File: config.mk
export PLATFORM = sky130hd
export DESIGN_NAME = wsih_word_acc
export DESIGN_NICKNAME = d
export VERILOG_FILES = /design/src/rtl/wsih_pkg.sv /design/src/rtl/wsih_word_acc.sv
export SDC_FILE = /design/constraint.sdc
export NUM_CORES = 1
export LEC_CHECK = 0
export BUFFER_PORTS_ARGS = -buffer_cell sky130_fd_sc_hd__buf_2
export CAP_MARGIN = 15
export CORE_MARGIN = 2
export CORE_UTILIZATION = 25
export CTS_CLUSTER_DIAMETER = 200
export DETAILED_ROUTE_END_ITERATION = 6
export PLACE_DENSITY_LB_ADDON = 0.15
export SLEW_MARGIN = 20
export SYNTH_ARGS = -nofsm -noshare
export SYNTH_HDL_FRONTEND = slang
export SYNTH_SLANG_ARGS = --single-unit
File: constraint.sdc
create_clock -name clock -period 7.2 [get_ports clock]
set_input_delay 0.72 -clock clock [delete_from_list [all_inputs] [get_ports clock]]
set_output_delay 0.72 -clock clock [all_outputs]
set_load 0.01 [all_outputs]
File: src/rtl/wsih_pkg.sv
package wsih_pkg;

   localparam int TABLE_ORDER_MAX_DEF = 10;
   localparam int WORD_MAX_DEF = 29;
   localparam int MAX_OCC_DEF = 16;
   localparam int SENTENCE_LIMIT_DEF = 1024;

   localparam int ORDER_MIN = 5;
   localparam logic [3:0] ORDER_RESET = 4'd5;

   localparam logic [1:0] FUNC_PARA = 2'd0;
   localparam logic [1:0] FUNC_QUERY = 2'd1;
   localparam logic [1:0] FUNC_CLEAR = 2'd2;

   localparam logic [2:0] STAT_NEW = 3'd0;
   localparam logic [2:0] STAT_ADDED = 3'd1;
   localparam logic [2:0] STAT_FULL = 3'd2;
   localparam logic [2:0] STAT_MATCH = 3'd3;
   localparam logic [2:0] STAT_NOT_FOUND = 3'd4;
   localparam logic [2:0] STAT_OCC_FULL = 3'd5;

   localparam logic [7:0] CH_EXCL = 8'h21;
   localparam logic [7:0] CH_DOT = 8'h2e;
   localparam logic [7:0] CH_QUEST = 8'h3f;
   localparam logic [7:0] CH_SPACE = 8'h20;
   localparam logic [7:0] CH_COMMA = 8'h2c;
   localparam logic [7:0] CH_NL = 8'h0a;
   localparam logic [7:0] CH_LPAR = 8'h28;
   localparam logic [7:0] CH_RPAR = 8'h29;
   localparam logic [7:0] CH_DQUOTE = 8'h22;
   localparam logic [7:0] CH_SQUOTE = 8'h27;
   localparam logic [7:0] CH_UP_M = 8'h4d;
   localparam logic [7:0] CH_UP_D = 8'h44;
   localparam logic [7:0] CH_LO_R = 8'h72;
   localparam logic [7:0] CH_LO_S = 8'h73;
   localparam logic [7:0] CH_UP_A = 8'h41;
   localparam logic [7:0] CH_UP_Z = 8'h5a;
   localparam logic [7:0] CASE_OFFSET = 8'h20;

   typedef struct packed {
      logic restart;
      logic append;
      logic clear;
   } acc_ctl_type;

   function automatic logic [7:0] to_lower(input logic [7:0] c);
      return (c >= CH_UP_A && c <= CH_UP_Z) ? c + CASE_OFFSET : c;
   endfunction

   function automatic logic [31:0] sdbm_step(input logic [31:0] h, input logic [7:0] c);
      return {24'd0, c} + (h << 6) + (h << 16) - h;
   endfunction

endpackage

File: src/rtl/wsih_word_acc.sv
module wsih_word_acc #(
   parameter int WORD_MAX = wsih_pkg::WORD_MAX_DEF
) (
   input  logic                             clock,
   input  logic                             reset,
   input  wsih_pkg::acc_ctl_type            ctl,
   input  logic [7:0]                       ch,
   input  logic [$clog2(WORD_MAX)-1:0]      rd_idx,
   output logic [7:0]                       rd_data,
   output logic [$clog2(WORD_MAX+1)-1:0]    len_after,
   output logic [31:0]                      hash_after,
   output logic                             abbrev
);
   import wsih_pkg::*;

   localparam int KW = $clog2(WORD_MAX);
   localparam int LW = $clog2(WORD_MAX + 1);

   logic [7:0]    char_ff [WORD_MAX];
   logic [7:0]    first_raw_ff;
   logic [LW-1:0] len_ff, len_in, base_len;
   logic [31:0]   hash_ff, hash_in, base_hash;
   logic [7:0]    v;
   logic          do_wr;

   always_comb begin
      base_len = ctl.restart ? '0 : len_ff;
      base_hash = ctl.restart ? '0 : hash_ff;
      v = (base_len == '0) ? to_lower(ch) : ch;
      do_wr = ctl.append && (base_len < LW'(WORD_MAX));
      len_after = do_wr ? base_len + LW'(1) : base_len;
      hash_after = do_wr ? sdbm_step(base_hash, v) : base_hash;
      len_in = ctl.clear ? '0 : len_after;
      hash_in = ctl.clear ? '0 : hash_after;
   end

   always_ff @(posedge clock) begin
      if (reset) begin
         len_ff <= '0;
         hash_ff <= '0;
      end else begin
         len_ff <= len_in;
         hash_ff <= hash_in;
      end
      if (do_wr) begin
         char_ff[base_len[KW-1:0]] <= v;
      end
      if (do_wr && base_len == '0) begin
         first_raw_ff <= ch;
      end
   end

   assign rd_data = char_ff[rd_idx];
   assign abbrev = (len_ff == LW'(2)) &&
      ((first_raw_ff == CH_UP_M && (char_ff[1] == CH_LO_R || char_ff[1] == CH_LO_S)) ||
       (first_raw_ff == CH_UP_D && char_ff[1] == CH_LO_R));

endmodule

== After elaboration in Yosys (flattened, before gate mapping) ==
Memories as Yosys holds them, arrays and structs flattened.
Index checks and enable logic that the tools add are counted.

* Output and inout bits: 46
* Word-level logic and storage cells: 35
* Input bits: 18
* RAM bits: 232
* Memories: 1
* Register bits: 45

* Add/subtract/negate cells: 5
* Magnitude comparators: 3
* Reduce and logical (&&, ||, !) cells: 10
* Equality and inequality tests: 5
* Muxes and demuxes: 8

{| class="wikitable"
|+ Memory list
! memory !! depth !! width !! rd ports !! clocked after Yosys merged registers in !! write ports !! line !! source
|-
| char_ff || 29 || 8 || 2 || 0 || 1 || wsih_word_acc.sv:19 || <nowiki>logic [7:0] char_ff [WORD_MAX];</nowiki>
|}

{| class="wikitable"
|+ Operator list
! operator !! count
|-
| 32-bit two-way mux || 2
|-
| 32-bit adder || 1
|-
| 8-bit by 32-bit adder with 32-bit output || 1
|-
| 8-bit by 7-bit equality test with 1-bit output, second input constant || 4
|-
| 32-bit subtractor || 1
|-
| 8-bit two-way mux || 2
|-
| 5-bit two-way mux || 2
|-
| 8-bit by 6-bit adder with 8-bit output, second input constant || 1
|-
| 8-bit by 7-bit greater-or-equal comparator with 1-bit output, second input constant || 1
|-
| 8-bit by 7-bit less-or-equal comparator with 1-bit output, second input constant || 1
|-
| 1-bit logical AND || 6
|-
| 5-bit by 1-bit adder with 5-bit output, second input constant || 1
|-
| 5-bit by 2-bit equality test with 1-bit output, second input constant || 1
|-
| 5-bit zero test || 1
|-
| 5-bit < comparator, second input constant || 1
|-
| 1-bit logical OR || 2
|-
| 1-bit two-way mux || 2
|-
| 2-bit OR reduction || 1
|}

== Depth between registers and ports, before layout ==
Gate-level depths: netlist of the first run.

* Depth in word-level cells: 8
* Depth in mapped cells: 19
* Mapped depth without buffers: 18

== Worst setup path after synthesis of the first run ==
No wires, ideal clock.

* Kind: input to output
* Start point: input port ctl[2] (netlist bit)
* End point: output port hash_after[29]
* Slack: 892 ps
* Data arrival time: 5588 ps
* Stages on the path: 18
* Required time: 6480 ps
* Path buffers: 1
* Cells stage by stage: buf_2 -> nor2b_1 -> inv_1 -> ha_1 -> nand2_1 -> nor3_1 -> o21ai_0 -> nor3_1 -> a21boi_0 -> fa_1 -> ha_1 -> and3_2 -> a221o_2 -> a211oi_4 -> o211ai_1 -> a211oi_2 -> xor2_1 -> o21ai_1

* Cells in the longest elaborated chain, start to end: 7
* Elaborated cells on any way between the ends: 10

{| class="wikitable"
|+ Ends and longest elaborated chain
! item !! line !! source
|-
| from (decl) || wsih_word_acc.sv:6 || <nowiki>input wsih_pkg::acc_ctl_type ctl,</nowiki>
|-
| 5-bit two-way mux || wsih_word_acc.sv:27 || <nowiki>base_len = ctl.restart ? '0 : len_ff;</nowiki>
|-
| 5-bit zero test || wsih_word_acc.sv:29 || <nowiki>v = (base_len == '0) ? to_lower(ch) : ch;</nowiki>
|-
| 8-bit two-way mux || wsih_word_acc.sv:29 ||
|-
| named net v[6] || wsih_word_acc.sv:23 || <nowiki>logic [7:0] v;</nowiki>
|-
| 8-bit by 32-bit adder with 32-bit output || wsih_pkg.sv:51 || <nowiki>return {24'd0, c} + (h << 6) + (h << 16) - h;</nowiki>
|-
| 32-bit adder || wsih_pkg.sv:51 ||
|-
| 32-bit subtractor || wsih_pkg.sv:51 ||
|-
| 32-bit two-way mux || wsih_word_acc.sv:32 || <nowiki>hash_after = do_wr ? sdbm_step(base_hash, v) : base_hash;</nowiki>
|-
| to (decl) || wsih_word_acc.sv:11 || <nowiki>output logic [31:0] hash_after,</nowiki>
|}

The timed path passes the listed nets, and every way through them passes these cells.

== Final worst setup path of the first run ==
Same ends and word-level chain as after synthesis.

==> results of run 1 <==
-- power by group --
part	switching, uW	total, uW	leakage (uW)	internal [uW]
sequential	7.72	1780	0.00247	1770
clock	642	1440	0.000430	802
combinational	510	839	0.00268	329
-- cell usage after synthesis (all sizes together) (15+ instances only) --
master / number / area, um2
clkbuf: 27 / 103
dfxtp: 37 / 741
ha: 49 / 613
a21o: 15 / 113
nand3: 19 / 95.1
nand2: 71 / 267
and2: 21 / 131
nand2b: 26 / 163
fa: 18 / 360
edfxtp: 240 / 7210
nor2: 56 / 210
a21oi: 37 / 196
buf: 17 / 81.3
o21ai: 35 / 179
nor2b: 16 / 108
inv: 62 / 233
mux4: 72 / 1620
-- worst paths after layout --
| kind | start | end | cells after the start |
|---|---|---|---|
| max reg2reg | len_ff[0] | hash_ff[25] | 17 |
| min reg2reg | hash_ff[29] | hash_ff[29] | 2 |
| max | ctl[2] | hash_after[29] | 19 |
| min | ch[5] | first_raw_ff[5] | 1 |
-- kinds of logic after synthesis --
family,after synthesis,share of synthesized area [%]
buffers and inverters,106,3.08
AOI/OAI and AO/OA,134,6.73
muxes,87,13.2
and+or+nand+nor,260,9.59
DFF,277,58.7
adders and majority gates,67,7.19
xor gates and xnor gates,24,1.55
-- per-layer routing --
layer	vias to the layer above	track usage, %	part of all wire, %
li1	3736	-	-
met1	4084	18.5	47
met2	156	22.0	48
met3	41	2.34	4.1
met4	2	2.21	1.7
met5	-	0	0.048
-- through the flow --
step	hold WS [ns]	total power, uW	worst slack (ns)
4_1_cts	0.320	4130	0.967
3_3_place_gp	0.469	2660	1.03
6_report	0.354	4060	1.06
5_1_grt	0.335	4270	0.592
2_1_floorplan	0.457	2390	0.892
3_5_place_dp	0.475	2660	0.990
-- area by class of cell --
type | instances | area, um2
Inverter | 62 | 233
Multi-Input combinational cell | 572 | 5190
Clock inverter | 14 | 116
Timing Repair Buffer | 74 | 400
Clock buffer | 40 | 788
Sequential cell | 277 | 7950
Fill cell | 5429 | 38200
Tap cell | 696 | 871
-- sequential cells by signal, summed over array words and instances (netlist names) --
register / count
char_ff: 232
first_raw_ff: 8
hash_ff: 32
len_ff: 5
==> flow_summary.yaml, run 1 <==
route:
  ant_nets: 0
  drcViolationCount: 0
  drt-initial-drc-count: 477
  vias_per_cell: 4.62
  dr.pass1.iters: 5
  routedWlPerCell_um: 21.5
  routed_wl_um: 37400
  vias: 8019
sta:
  hold_violations: 0
  relSlewSlack_pct: 27.1
  finalMaxSlewViolations: 0
  worst_slew_pin_slew_ns: 1.09
  rsz0062_at_grt: "false"
  max_freq_mhz: 163
  finalClockSkew_ns: 0.00831
  finalSetupViolations: 0
  tns_ns: 0
  fin_crit_ns: 6.14
  fin_crit_sh_pct: 85.2
cells_and_area:
  area_growth_pct: 14.8
  fin_area_mm2: 0.0155
  antenna_cells: 0
  final_cell_mix: "240 x edfxtp_1, 72 x mux4_2, 71 x nand2_1"
  finalNetCount: 1102
  fin_util_pct: 28.9
  final-instance-count-excl-fill: 1735
  drive_gt1_share_pct: 20.6
  final_common_cell: "edfxtp_1"
synthesis:
  syn_inst: 955
  ys_seq_area_share_pct: 58.7
  mappedNetlistArea_mm2: 0.0135
  synth_edf_count: 240
  avgSynthCellArea_um2: 14.2
  synthFlopType: "edfxtp_1"
  synth.distinct_cells: 68
  synth_fp_nets: 1040
  ys_ff_latch: 277
  async_reset_ff_share_pct: 0
  yosysWarnings: 0
cts:
  cts_buffers: 30
  clkTransAtPathRegs_ns: 0.06
  clockRootBuffer: "clkbuf_16"
  clk_latency_ns: 0.59
  cts_buffer_depth: 3
  post_cts_buffers: 0
  numClockSinks: 277
  ctsResizeCount: 0
  ctsHoldBuffers: 0
  cts_tree: "built"
  htree_num_levels: 1
worst_setup_path:
  worst-path-max-fanout: 30
  crit_family: "compound AO/OA/AOI/OAI gates"
  crit_type: "in -> out"
  crit_slowest_cell: "or2_2"
  worstPathRequired_ns: 6.48
  path_cells: "buf_2 > nor2b_1 > inv_1 > ha_1 > nand2_1 > nor3_1 > o21ai_0 > nor3_1 > or2_2 > ha_1 > ha_1 > a21o_1 > a221o_2 > a211oi_4 > o211ai_1 > a211oi_2 > xor2_1 > o21ai_1 > buf_2"
  critPathBufInv: 3
  arrival_ns: 5.42
  cp_common_cell: "ha_1"
  slowest_delay_ns: 0.57
  end_kind: "primary output"
  ff2ff_setup_slack_ns: 2.51
  startpoint_type: "input pin"
placement:
  port_buffers: 63
  placed_cell_area_mm2: 0.0146
  globalplace.congestion: 0.799
  placedCellCount: 1681
  hpwl_um: 25700
floorplanning:
  num_rows: 85
  fp.dieH_um: 237
  dieWidth_um: 237
  io_pins: 64
  design.core.area_mm2: 0.0537
  die-area_mm2: 0.0560
  initial_utilization_pct: 25.2
global_route:
  grtUsageTotal_pct: 13.3
  grt_antenna_before_repair: 1
  first_global_vias: 8112
  grt_pass1_wl_um: 55200
  grt_start_max_net_pins: 57
  grt_overflow: 0
power:
  vdd_drop_max_mv: 0.175
  power_density_mw_per_mm2: 261
  p_leak_uw: 0.00558
job:
  drv_cap: 0
status:
  status: "completed"
worst_hold_path:
  hold_path.class: "in -> reg"
No activity file was read; power rests on OpenSTA's default activity.
==> run 2: changes to the inputs <==
==> constraint.sdc (replaced) <==
create_clock -name clock -period 5.6 [get_ports clock]
set_input_delay 0.56 -clock clock [delete_from_list [all_inputs] [get_ports clock]]
set_output_delay 0.56 -clock clock [all_outputs]
set_load 0.01 [all_outputs]
==> flow_summary.yaml, run 2 (synthesis results as in run 1) <==
cells_and_area:
  final_cell_mix: "240 x edfxtp_1, 72 x mux4_2, 71 x nand2_1"
  largest_reg_flops: 232
  fillers: 5408
  final-instance-count-excl-fill: 1746
  area_growth_pct: 16.6
  fin_util_pct: 29.4
  drive_gt1_share_pct: 22.8
  finalNetCount: 1110
  fin_area_mm2: 0.0158
  antenna_cells: 0
  final_common_cell: "edfxtp_1"
power:
  vdd_drop_max_mv: 0.233
  p_leak_uw: 0.00569
  power_density_mw_per_mm2: 347
global_route:
  grt_start_max_net_pins: 57
  grtUsageTotal_pct: 13.4
  grt_antenna_before_repair: 2
  grt_pass1_wl_um: 55700
  first_global_vias: 8240
  grt_overflow: 0
route:
  drcViolationCount: 0
  routedWlPerCell_um: 21.3
  ant_nets: 0
  drt-initial-drc-count: 598
  vias_per_cell: 4.63
  vias: 8083
  dr.pass1.iters: 5
  routed_wl_um: 37200
worst_hold_path:
  hold_depth: 1
  hold_path.class: "in -> reg"
sta:
  finalMaxSlewViolations: 0
  worst_slew_pin_slew_ns: 0.989
  tns_ns: 0
  finalClockSkew_ns: 0.0116
  rsz0062_at_grt: "false"
  fin_crit_sh_pct: 94.7
  max_freq_mhz: 189
  relSlewSlack_pct: 34.0
  hold_violations: 0
  fin_crit_ns: 5.30
  finalSetupViolations: 0
placement:
  globalplace.congestion: 0.848
  hpwl_um: 25600
  port_buffers: 63
  placed_cell_area_mm2: 0.0147
  placedCellCount: 1686
floorplanning:
  die-area_mm2: 0.0560
  design.core.area_mm2: 0.0537
  io_pins: 64
  num_rows: 85
  fp.dieH_um: 237
  dieWidth_um: 237
  initial_utilization_pct: 25.2
job:
  drv_cap: 0
worst_setup_path:
  reg2regPathDepth: 17
  startpoint_type: "flip-flop"
  crit_slowest_cell: "fa_1"
  crit_type: "reg -> out"
  end_kind: "primary output"
  slowest_delay_ns: 0.59
  worstPathRequired_ns: 5.04
  path_cells: "nor2b_4 > inv_1 > ha_1 > nand2_1 > nor3_2 > o21ai_1 > nor3_2 > a21boi_2 > fa_1 > ha_4 > and3_2 > a221o_2 > a211oi_4 > o211ai_1 > a211oi_2 > xor2_1 > o21ai_1 > buf_2"
  worst-path-max-fanout: 5
  arrival_ns: 4.74
  ff2ff_setup_slack_ns: 1.47
cts:
  numClockSinks: 277
  cts_buffers: 31
  htree_num_levels: 1
  cts_tree: "built"
  clkTransAtPathRegs_ns: 0.06
  cts_buffer_depth: 3
  clk_latency_ns: 0.59
  clockRootBuffer: "clkbuf_16"
status:
  status: "completed"
-- run 2: cell count changes in the layout (fill, tap and decap cells not counted), moves of 2 or more --
| cell | change |
|---|---|
| buf_4 | +8 |
| clkbuf_1 | -5 |
| bufinv_16 | +3 |
| clkinv_2 | +3 |
| a21oi_1 | -2 |
| a21oi_2 | +2 |
| clkbuf_8 | +2 |
| ha_1 | -2 |
| nor2_1 | +2 |
| nor2_2 | -2 |
| nor3_1 | -2 |
| nor3_2 | +2 |
-- run 2: power breakdown --
group          switching [uW]  internal (uW)
clock                     866           1230
sequential               9.17           2280
combinational             666            439
total                    1540           3940
-- run 2: layout make-up --
cell class                 count  area, um2  area share [%]
sequential                   277       7950            50.3
multi-input combinational    572       5240            33.2
tap                          696        871            5.52
clock buffer                  38        822            5.21
timing repair buffer          81        455            2.88
inverter                      62        233            1.47
clock inverter                20        221            1.40
-- run 2: timing repair --
action                     4_1_cts  5_1_grt
hold buffers                     0        0
setup endpoints to repair        1       14
setup buffers                    0        2
pin swaps                        0        7
gates resized for setup          1       11
-- run 2: path summary, 6_finish.rpt --
kind                                   from         endpoint
worst max register to register    len_ff[0]      hash_ff[29]
worst min register to register  hash_ff[29]      hash_ff[29]
worst max-delay path              len_ff[0]   hash_after[29]
worst min-delay path                  ch[6]  first_raw_ff[6]
-- run 2: metrics by stage --
stage	power [uW]	setup slack (ns)	hold slack (ns)
after global placement	3430	0.440	0.476
after CTS	5540	0.0856	0.176
after global routing	5730	0.0250	0.194
after detailed placement	3420	0.382	0.481
final	5490	0.297	0.218
after floorplan	3070	0.131	0.457
-- run 2: critical path: cells and delay by family (launching register included) --
family | cells | cell delay [ns]
AOI/OAI and AO/OA | 7 | 1.53
xor gates and xnor gates | 1 | 0.24
adders and majority gates | 3 | 0.99
buffers and inverters | 2 | 0.26
DFF | 1 | 0.35
and+or+nand+nor | 5 | 0.79
-- run 2: per-layer routing --
metal	wire [um]	global-route usage [%]	up-vias	part of all wire, %
met5	31	0	-	0.083
met4	818	3.15	4	2.2
met3	1590	2.06	52	4.3
met2	17400	22.0	177	47
met1	17300	18.5	4098	47
li1	-	-	3752	-
==> run 3: changes to the inputs <==
--- a/config.mk
+++ b/config.mk
@@ -7,6 +7,7 @@
 export LEC_CHECK = 0
 export BUFFER_PORTS_ARGS = -buffer_cell sky130_fd_sc_hd__buf_2
 export CAP_MARGIN = 15
+export CORE_ASPECT_RATIO = 1.2
 export CORE_MARGIN = 2
 export CORE_UTILIZATION = 25
 export CTS_CLUSTER_DIAMETER = 200
==> flow_summary.yaml, run 3 (synthesis results as in run 1) <==
cells_and_area:
  area_growth_pct: 17.4
  final_common_cell: "edfxtp_1"
  largest_reg_flops: 232
  final-instance-count-excl-fill: 1772
  fillers: 5398
  fin_area_mm2: 0.0159
  antenna_cells: 0
  fin_util_pct: 29.6
  drive_gt1_share_pct: 23.4
  finalNetCount: 1122
  final_cell_mix: "240 x edfxtp_1, 72 x mux4_2, 71 x nand2_1"
power:
  power_frac_comb_pct: 20.3
  p_leak_uw: 0.00576
  vdd_drop_max_mv: 0.208
  p_seq_share_pct: 41.4
  clkPwrFrac_pct: 38.3
  swShare_pct: 28.1
  total_power_uw: 5520
  internal_power_uw: 3970
  power_density_mw_per_mm2: 347
  p_switching_uw: 1550
worst_setup_path:
  worstPathRequired_ns: 5.04
  reg2regPathDepth: 18
  startpoint_type: "flip-flop"
  ff2ff_setup_slack_ns: 1.34
  crit_end: "hash_after[29]"
  worst-path-max-fanout: 5
  cp-startpoint: "len_ff[0]"
  timing.rr.start: "len_ff[0]"
  arrival_ns: 4.70
  crit_type: "reg -> out"
  r2r_end: "hash_ff[25]"
  end_kind: "primary output"
global_route:
  grt_antenna_before_repair: 1
  grtUsageTotal_pct: 13.4
  first_global_vias: 8497
  grt_start_max_net_pins: 36
  grt_pass1_wl_um: 55600
  grt_overflow: 0
cts:
  clk_latency_ns: 0.53
  htree_num_levels: 2
  numClockSinks: 277
  cts_buffers: 34
  clockRootBuffer: "clkbuf_16"
  cts_buffer_depth: 3
  clkTransAtPathRegs_ns: 0.06
  cts_tree: "built"
route:
  routed_wl_um: 37100
  drcViolationCount: 0
  maxUsedRoutingLayer: "met5"
  wirelength_met1_um: 15900
  vias: 8062
  routedWlPerCell_um: 20.9
  ant_nets: 0
  dr_wl_met2_um: 18400
  drt-initial-drc-count: 403
  dr.pass1.iters: 5
  vias_per_cell: 4.55
  wl_met3_um: 1560
placement:
  placedCellCount: 1709
  hpwl_um: 26200
  placed_cell_area_mm2: 0.0148
  globalplace.congestion: 0.859
  port_buffers: 63
sta:
  fin_crit_sh_pct: 93.9
  hold_violations: 0
  finalMaxSlewViolations: 0
  worst_slew_pin_slew_ns: 1.03
  fin_crit_ns: 5.26
  max_freq_mhz: 190
  whs_ns: 0.263
  relSlewSlack_pct: 31.2
  finalSetupViolations: 0
  finalClockSkew_ns: 0.00826
worst_hold_path:
  hold_path.class: "in -> reg"
  hold_start: "ch[5]"
job:
  drv_cap: 0
floorplanning:
  io_pins: 64
  dieWidth_um: 216
  die-area_mm2: 0.0560
  num_rows: 93
  fp.dieH_um: 259
  initial_utilization_pct: 25.2
  design.core.area_mm2: 0.0536
status:
  status: "completed"
## run 3: changes by cell type in the layout (fill, tap and decap cells not counted), moves of 2 or more
cell       delta
clkinv_2      +2
clkbuf_16     +4
bufinv_16     -2
buf_4         +7
clkinv_8      +2
clkbuf_8      -2
## run 3: through the flow
stage | setup slack [ns] | TNS, ns
floorplan | 0.131 | 0
global placement | 0.455 | 0
detailed placement | 0.443 | 0
CTS | 0.125 | 0
global route | -0.0127 | -0.0245
finish | 0.341 | 0
## run 3: power by group through the flow
stage	Sequential [uW]	Clock [uW]	Combinational, uW
2_1_floorplan	2330	0	741
3_3_place_gp	2330	0	1110
3_5_place_dp	2330	0	1100
4_1_cts	2290	2200	1100
5_1_grt	2290	2270	1240
6_report	2290	2120	1120
## run 3: final cells by class
type / instances / area, um2 / area share [%]
clock inverter: 20 / 176 / 1.11
multi-input combinational: 572 / 5230 / 32.9
inverter: 62 / 233 / 1.46
sequential: 277 / 7950 / 50.0
timing repair buffer: 90 / 533 / 3.35
clock buffer: 39 / 891 / 5.60
tap: 712 / 891 / 5.60
## run 3: worst max-delay path, stage by stage, from the launching register on
cell      delay (ns)
dfxtp_1         0.37
nor2b_1         0.17
inv_1           0.07
ha_1            0.17
nand2_1         0.06
nor3_1          0.13
o21ai_0         0.13
nor3_2          0.28
a21boi_2        0.12
fa_1            0.59
ha_4            0.23
and3_2          0.17
a221o_2         0.41
a211oi_4        0.40
o211ai_1        0.15
a211oi_2        0.25
xor2_1          0.23
o21ai_1         0.08
buf_2           0.14
## run 3: how the worst min path moves through the flow
stage	to	slack, ns	cells after the start
after CTS	first_raw_ff[7]	0.23	1
after global routing	first_raw_ff[5]	0.24	1
after floorplan	hash_ff[29]	0.46	2
after global placement	hash_ff[29]	0.47	2
final	first_raw_ff[5]	0.26	1
after detailed placement	hash_ff[29]	0.48	2
## run 3: what timing repair did
item | in CTS | in global routing
hold buffers | 0 | 0
resized for setup | 0 | 8
buffers inserted | 0 | 4
setup endpoints to repair | 0 | 11
## run 3: metal layers
| metal | up-vias | GRT usage, % |
|---|---|---|
| li1 | 3763 | - |
| met1 | 4063 | 16.7 |
| met2 | 168 | 23.2 |
| met3 | 66 | 2.74 |
| met4 | 2 | 4.55 |
| met5 | - | 0 |
